`config.mk`:
```
export PLATFORM = sky130hd
export DESIGN_NAME = tw_odo_div
export DESIGN_NICKNAME = d
export VERILOG_FILES = /design/src/hdl/tw_odo_div.sv
export SDC_FILE = /design/constraint.sdc
export NUM_CORES = 1
export LEC_CHECK = 0
export BUFFER_PORTS_ARGS = -buffer_cell sky130_fd_sc_hd__buf_2
export CORE_UTILIZATION = 28
export CTS_CLUSTER_SIZE = 28
export DETAILED_ROUTE_END_ITERATION = 8
export PLACE_DENSITY = 0.48
export SLEW_MARGIN = 15
export SYNTH_ARGS = -nofsm -noshare
export SYNTH_HDL_FRONTEND = slang
export SYNTH_SLANG_ARGS = --single-unit
```
`constraint.sdc`:
```
create_clock -name clk -period 3.6 [get_ports clk]
set_clock_uncertainty 0.15 [all_clocks]
set_input_delay 0.36 -clock clk [delete_from_list [all_inputs] [get_ports clk]]
set_output_delay 0.36 -clock clk [all_outputs]
set_load 0.005 [all_outputs]
```
`src/hdl/tw_odo_div.sv`:
```
module tw_odo_div (
	input  logic        clk,
	input  logic        arst_n,
	input  logic        start,
	input  logic [63:0] dividend,
	input  logic [31:0] divisor,
	output logic        done,
	output logic [63:0] quot,
	output logic [31:0] rem
);

	logic [63:0] qd_q;
	logic [32:0] rem_q;
	logic [31:0] dvs_q;
	logic [5:0]  cnt_q;
	logic        busy_q;
	logic        done_q;
	logic [32:0] rem_sh;
	logic [32:0] diff;
	logic        fit;

	// one quotient bit per cycle, restoring
	assign rem_sh = {rem_q[31:0], qd_q[63]};
	assign diff   = rem_sh - {1'b0, dvs_q};
	assign fit    = rem_sh >= {1'b0, dvs_q};

	always_ff @(posedge clk or negedge arst_n) begin
		if (!arst_n) begin
			busy_q <= 1'b0;
			done_q <= 1'b0;
			qd_q   <= '0;
			rem_q  <= '0;
			dvs_q  <= '0;
			cnt_q  <= '0;
		end else begin
			done_q <= 1'b0;
			if (start) begin
				qd_q   <= dividend;
				rem_q  <= '0;
				dvs_q  <= divisor;
				cnt_q  <= '0;
				busy_q <= 1'b1;
			end else if (busy_q) begin
				rem_q <= fit ? diff : rem_sh;
				qd_q  <= {qd_q[62:0], fit};
				cnt_q <= cnt_q + 6'd1;
				if (cnt_q == 6'd63) begin
					busy_q <= 1'b0;
					done_q <= 1'b1;
				end
			end
		end
	end

	assign done = done_q;
	assign quot = qd_q;
	assign rem  = rem_q[31:0];

endmodule

```
== Word level (Yosys, flattened, before mapping) ==
Cells that the tools add are included.

* Flip-flop bits (word level): 136

* Add/subtract/negate cells: 2
* Order comparisons: 1
* Equality and inequality tests: 1
* Mux-type cells: 13
* Reductions and logical operators: 1

{| class="wikitable"
|+ Operators by type and width
! kind !! number
|-
| $mux W64 || 2
|-
| $mux W32 || 3
|-
| $ge A33 B32 Y1 || 1
|-
| $sub A32 B32 Y32 || 1
|-
| $mux W6 || 2
|-
| $add A6 B1 Y6 const B || 1
|-
| $eq A6 B6 Y1 const B || 1
|-
| $mux W1 || 6
|-
| $reduce_bool A2 Y1 || 1
|}

== Logic depth before layout (Yosys ltp) ==
* Depth in word-level cells: 4
* Mapped depth: 14

== Worst setup path before layout ==
Ideal clock, no wire load.

* Path type: register to register
* Start point: reg rem_q[17]
* End point: reg rem_q[12]
* Library setup time: 0.136 ns
* Data arrival time: 2.706 ns
* Required time: 3.314 ns
* Slack: 0.608 ns
* Stages on the path, launching flop included: 14
* Buffers on the path: 3
* Clock period less this slack: 2.992 ns
* Cells stage by stage: dfrtp_1 ha_1 buf_6 a21o_1 a21o_1 a21o_1 a311o_1 a31oi_4 nand4b_4 and2_4 buf_6 buf_8 nor3b_1 nor4_2

* Longest elaborated chain between the ends: 4

{| class="wikitable"
|+ Ends and longest elaborated chain
! what !! RTL line !! RTL
|-
| from (decl) || 13 || <nowiki>logic [32:0] rem_q;</nowiki>
|-
| from (signal assigned) || 44 || <nowiki>rem_q <= fit ? diff : rem_sh;</nowiki>
|-
| $ge A33 B32 Y1 || 25 || <nowiki>assign fit = rem_sh >= {1'b0, dvs_q};</nowiki>
|-
| $mux W32 || 44 ||
|-
| $mux W32 || 43 || <nowiki>end else if (busy_q) begin</nowiki>
|-
| $mux W32 || 37 || <nowiki>if (start) begin</nowiki>
|}

Every way passes these cells. The select of a mux whose other input is x is not followed.
A chain may end at the register's enable or synchronous reset.

== Worst setup path in the final report ==
* Start point: reg rem_q[9]
* End point: reg rem_q[9]

The elaborated chain is that of the path after synthesis.

==> insert_results.sql <==
INSERT INTO impl_metrics (metric_group, metric, value, unit) VALUES
('global_route', 'grt_max_degree', '82', ''),
('power_and_ir_drop', 'combPwrFrac', '0.342', ''),
('outcome', 'outcome', 'finished, final reports clean', ''),
('global_route', 'number_of_antenna_violations_at_the_first_check_in_global_routing', '1', ''),
('logic_synthesis', 'synth_area_leaders', 'sky130_fd_sc_hd__dfrtp_1 43%, sky130_fd_sc_hd__mux2i_1 11%, sky130_fd_sc_hd__o21ai_0 7.2%', ''),
('worst_setup_path', 'critPathMaxStageDelay', '0.53', 'ns'),
('layout', 'layout-drive-gt1-share', '0.228', ''),
('run', 'drv_cap', '0', ''),
('worst_setup_path', 'start_kind', 'flip-flop', ''),
('sta', 'worst_slew_slack_as_a_fraction_of_its_limit', '0.473', ''),
('worst_setup_path', 'cpMaxStageDelayCell', 'sky130_fd_sc_hd__and2_4', ''),
('layout', 'post_route_core_utilization', '0.385', ''),
('layout', 'layoutNonFillerInstCount', '1507', ''),
('worst_setup_path', 'setup.worst_path.class', 'reg2reg', ''),
('detailed_routing', 'drt_iter0_markers', '338', ''),
('logic_synthesis', 'synth_ff_type', 'sky130_fd_sc_hd__dfrtp_1', ''),
('power_and_ir_drop', 'sequentialPowerShare', '0.329', ''),
('power_and_ir_drop', 'power_leakage', '5.70', 'nW'),
('logic_synthesis', 'ys.warnings.count', '0', ''),
('logic_synthesis', 'post_synth_edffs', '0', ''),
('worst_setup_path', 'critical_path_arrival', '3.48', 'ns'),
('sta', 'tns', '0', 'ns'),
('sta', 'period_needed', '3.31', 'ns'),
('global_route', 'overflow', '0', ''),
('power_and_ir_drop', 'ir_drop', '0.277', 'mV'),
('worst_setup_path', 'timing.critical_path.required', '3.77', 'ns'),
('clock_tree', 'cts_made_buffers', '17', ''),
('logic_synthesis', 'synth_top_cell_area_share', '0.429', ''),
('clock_tree', 'worst_setup_hold_path_clk_slew', '0.06', 'ns'),
('detailed_routing', 'finalWirelength', '24.0', 'mm'),
('worst_setup_path', 'worst-r2r-cell-count', '10', ''),
('logic_synthesis', 'synthesis.area', '7930', 'um^2'),
('sta', 'maximum_frequency_from_static_timing_analysis', '302', 'MHz'),
('worst_setup_path', 'crit-reg2reg-capture', 'rem_q[9]', ''),
('floorplanning', 'floorplan_die_height', '170', 'um'),
('layout', 'final_nets', '1249', ''),
('sta', 'layout_worst_path_cycle_share', '0.920', ''),
('logic_synthesis', 'ys_types', '57', ''),
('detailed_routing', 'num_vias', '7092', ''),
('power_and_ir_drop', 'power.share.clock', '0.329', ''),
('detailed_routing', 'detail_route.drc_violations', '0', ''),
('floorplanning', 'start_util', '0.285', ''),
('worst_setup_path', 'critical_path.startpoint', 'rem_q[9]', ''),
('placement', 'place.detailed.instances', '1394', ''),
('detailed_routing', 'drt-pass1-iter-count', '5', ''),
('worst_setup_path', 'worst_setup_path_end_kind', 'flip-flop', ''),
('worst_setup_path', 'cp_dominant_cell_by_count', 'sky130_fd_sc_hd__and4_1', ''),
('clock_tree', 'htree_num_levels', '4', ''),
('worst_setup_path', 'crit_path_cell_trace', 'ha_1 -> and4_1 -> and4_1 -> nand3_1 -> o21ai_1 -> a21o_1 -> a31oi_1 -> and2_4 -> mux2i_1 -> a211oi_1', ''),
('logic_synthesis', 'synthesis.area_per_instance', '9.22', 'um^2'),
('clock_tree', 'clock_insertion_delay_at_the_later_pin_of_the_skew_report', '0.43', 'ns'),
('clock_tree', 'clock-root-buffer', 'sky130_fd_sc_hd__clkbuf_16', ''),
('sta', 'report.final.hold_viol_count', '0', ''),
('placement', 'dp_hpwl', '16.9', 'mm'),
('worst_hold_path', 'worstHoldPathType', 'in2reg', ''),
('detailed_routing', 'ant_nets', '0', ''),
('power_and_ir_drop', 'swShare', '0.351', ''),
('logic_synthesis', 'post_synthesis_register_bit_count', '136', ''),
('clock_tree', 'clock_path_buffers', '2', ''),
('worst_setup_path', 'reg2reg_from', 'rem_q[9]', ''),
('logic_synthesis', 'synth_common_cells', '136 x sky130_fd_sc_hd__dfrtp_1, 126 x sky130_fd_sc_hd__nand2_1, 114 x sky130_fd_sc_hd__o21ai_0, 85 x sky130_fd_sc_hd__mux2i_1, 53 x sky130_fd_sc_hd__nor2_1', ''),
('worst_setup_path', 'timing.critical_path.fanout_max', '22', ''),
('worst_setup_path', 'r2r_setup_slack', '0.29', 'ns'),
('clock_tree', 'clock_tree_from_tritoncts', 'yes', ''),
('global_route', 'grt_first_pass_wirelength', '38.0', 'mm'),
('floorplanning', 'placeableCoreArea', '27800', 'um^2'),
('placement', 'placement.io_buffers', '195', ''),
('logic_synthesis', 'synth_top_area_cell', 'sky130_fd_sc_hd__dfrtp_1', ''),
('power_and_ir_drop', 'power.internal', '0.00370', 'W'),
('floorplanning', 'placement_rows', '61', ''),
('sta', 'timing_max_transition_violations_final', '0', '');
==> sequential cells by signal, summed over array words and instances (netlist names) <==
signal / count
rem_q: 32
done: 1
quot: 64
dvs_q: 32
busy_q: 1
cnt_q: 6
==> how the worst min path moves through the flow <==
stage | from | to | cells past startpoint
6_report | dividend[37] | quot[37] | 3
3_3_place_gp | arst_n | quot[9] | 1
3_5_place_dp | arst_n | quot[9] | 1
2_1_floorplan | arst_n | busy_q | 0
5_1_grt | dividend[37] | quot[37] | 3
4_1_cts | dividend[37] | quot[37] | 3
==> stage by stage <==
step | setup WS (ns) | total power, W | cell area, um^2 | hold slack, ns
2_1_floorplan | 0.608 | 0.00320 | 7930 | -0.0856
3_3_place_gp | 0.276 | 0.00377 | 9260 | 0.319
3_5_place_dp | 0.197 | 0.00377 | 9260 | 0.324
4_1_cts | 0.169 | 0.00575 | 10700 | 0.000750
5_1_grt | 0.0112 | 0.00610 | 10700 | 0.0173
6_report | 0.290 | 0.00570 | 10700 | 0.0149
==> layer usage <==
metal | up-vias | routed length (um) | track usage
met4 | 0 | 234 | 0.0423
met1 | 3333 | 11100 | 0.211
met2 | 200 | 11200 | 0.281
met3 | 14 | 1480 | 0.0426
li1 | 3545 | - | -
met5 | - | 0 | 0
==> worst max-delay path, delay by kind of cell, from the launching register on <==
kind                     cells  cell delay, ns
AND/OR/NAND/NOR              4            1.10
flip-flops                   1            0.43
adder cells (fa/ha/maj)      1            0.41
multiplexers                 1            0.14
AO/OA/AOI/OAI                4            0.97
==> cells in the final DEF (no fill, tap or decap), types with 24 or more instances in the layout <==
| master | n |
|---|---|
| sky130_fd_sc_hd__inv_1 | 40 |
| sky130_fd_sc_hd__nand2_1 | 126 |
| sky130_fd_sc_hd__dlygate4sd3_1 | 80 |
| sky130_fd_sc_hd__mux2i_1 | 85 |
| sky130_fd_sc_hd__nor2_1 | 53 |
| sky130_fd_sc_hd__ha_1 | 33 |
| sky130_fd_sc_hd__a211oi_1 | 24 |
| sky130_fd_sc_hd__buf_2 | 193 |
| sky130_fd_sc_hd__a21oi_1 | 43 |
| sky130_fd_sc_hd__dfrtp_1 | 135 |
| sky130_fd_sc_hd__o21ai_0 | 114 |
==> kinds of logic after synthesis <==
group | Yosys count | synth area share
simple gates | 243 | 0.140
mux | 86 | 0.109
fa+ha+maj | 34 | 0.0546
buf+inv | 94 | 0.0513
compound gates | 235 | 0.181
flops | 136 | 0.429
xor+xnor | 32 | 0.0353
==> timing repair <==
action | 4_1_cts | 5_1_grt
endpoints found under the hold margin | 157 | 0
buffers inserted | 0 | 0
endpoints found under the setup margin | 0 | 28
hold buffers | 80 | 0
gates resized for setup | 0 | 2
==> power groups by stage <==
| stage | clock [W] | sequential, W | combinational (W) |
|---|---|---|---|
| floorplan | 0 | 0.00188 | 0.00131 |
| detailed placement | 0 | 0.00191 | 0.00186 |
| CTS | 0.00193 | 0.00188 | 0.00194 |
| global route | 0.00200 | 0.00191 | 0.00219 |
| global placement | 0 | 0.00190 | 0.00187 |
| finish | 0.00187 | 0.00188 | 0.00195 |
==> final cells by class <==
type	instances	area, um^2	area share
antenna	1	2.50	0.000234
clock buffer	17	425	0.0398
clock inverter	14	188	0.0176
inverter	40	150	0.0140
multi-input combinational	631	4130	0.386
sequential	136	3410	0.319
tap	378	473	0.0442
timing repair buffer	290	1910	0.179
(Power assumes the default switching activity.)
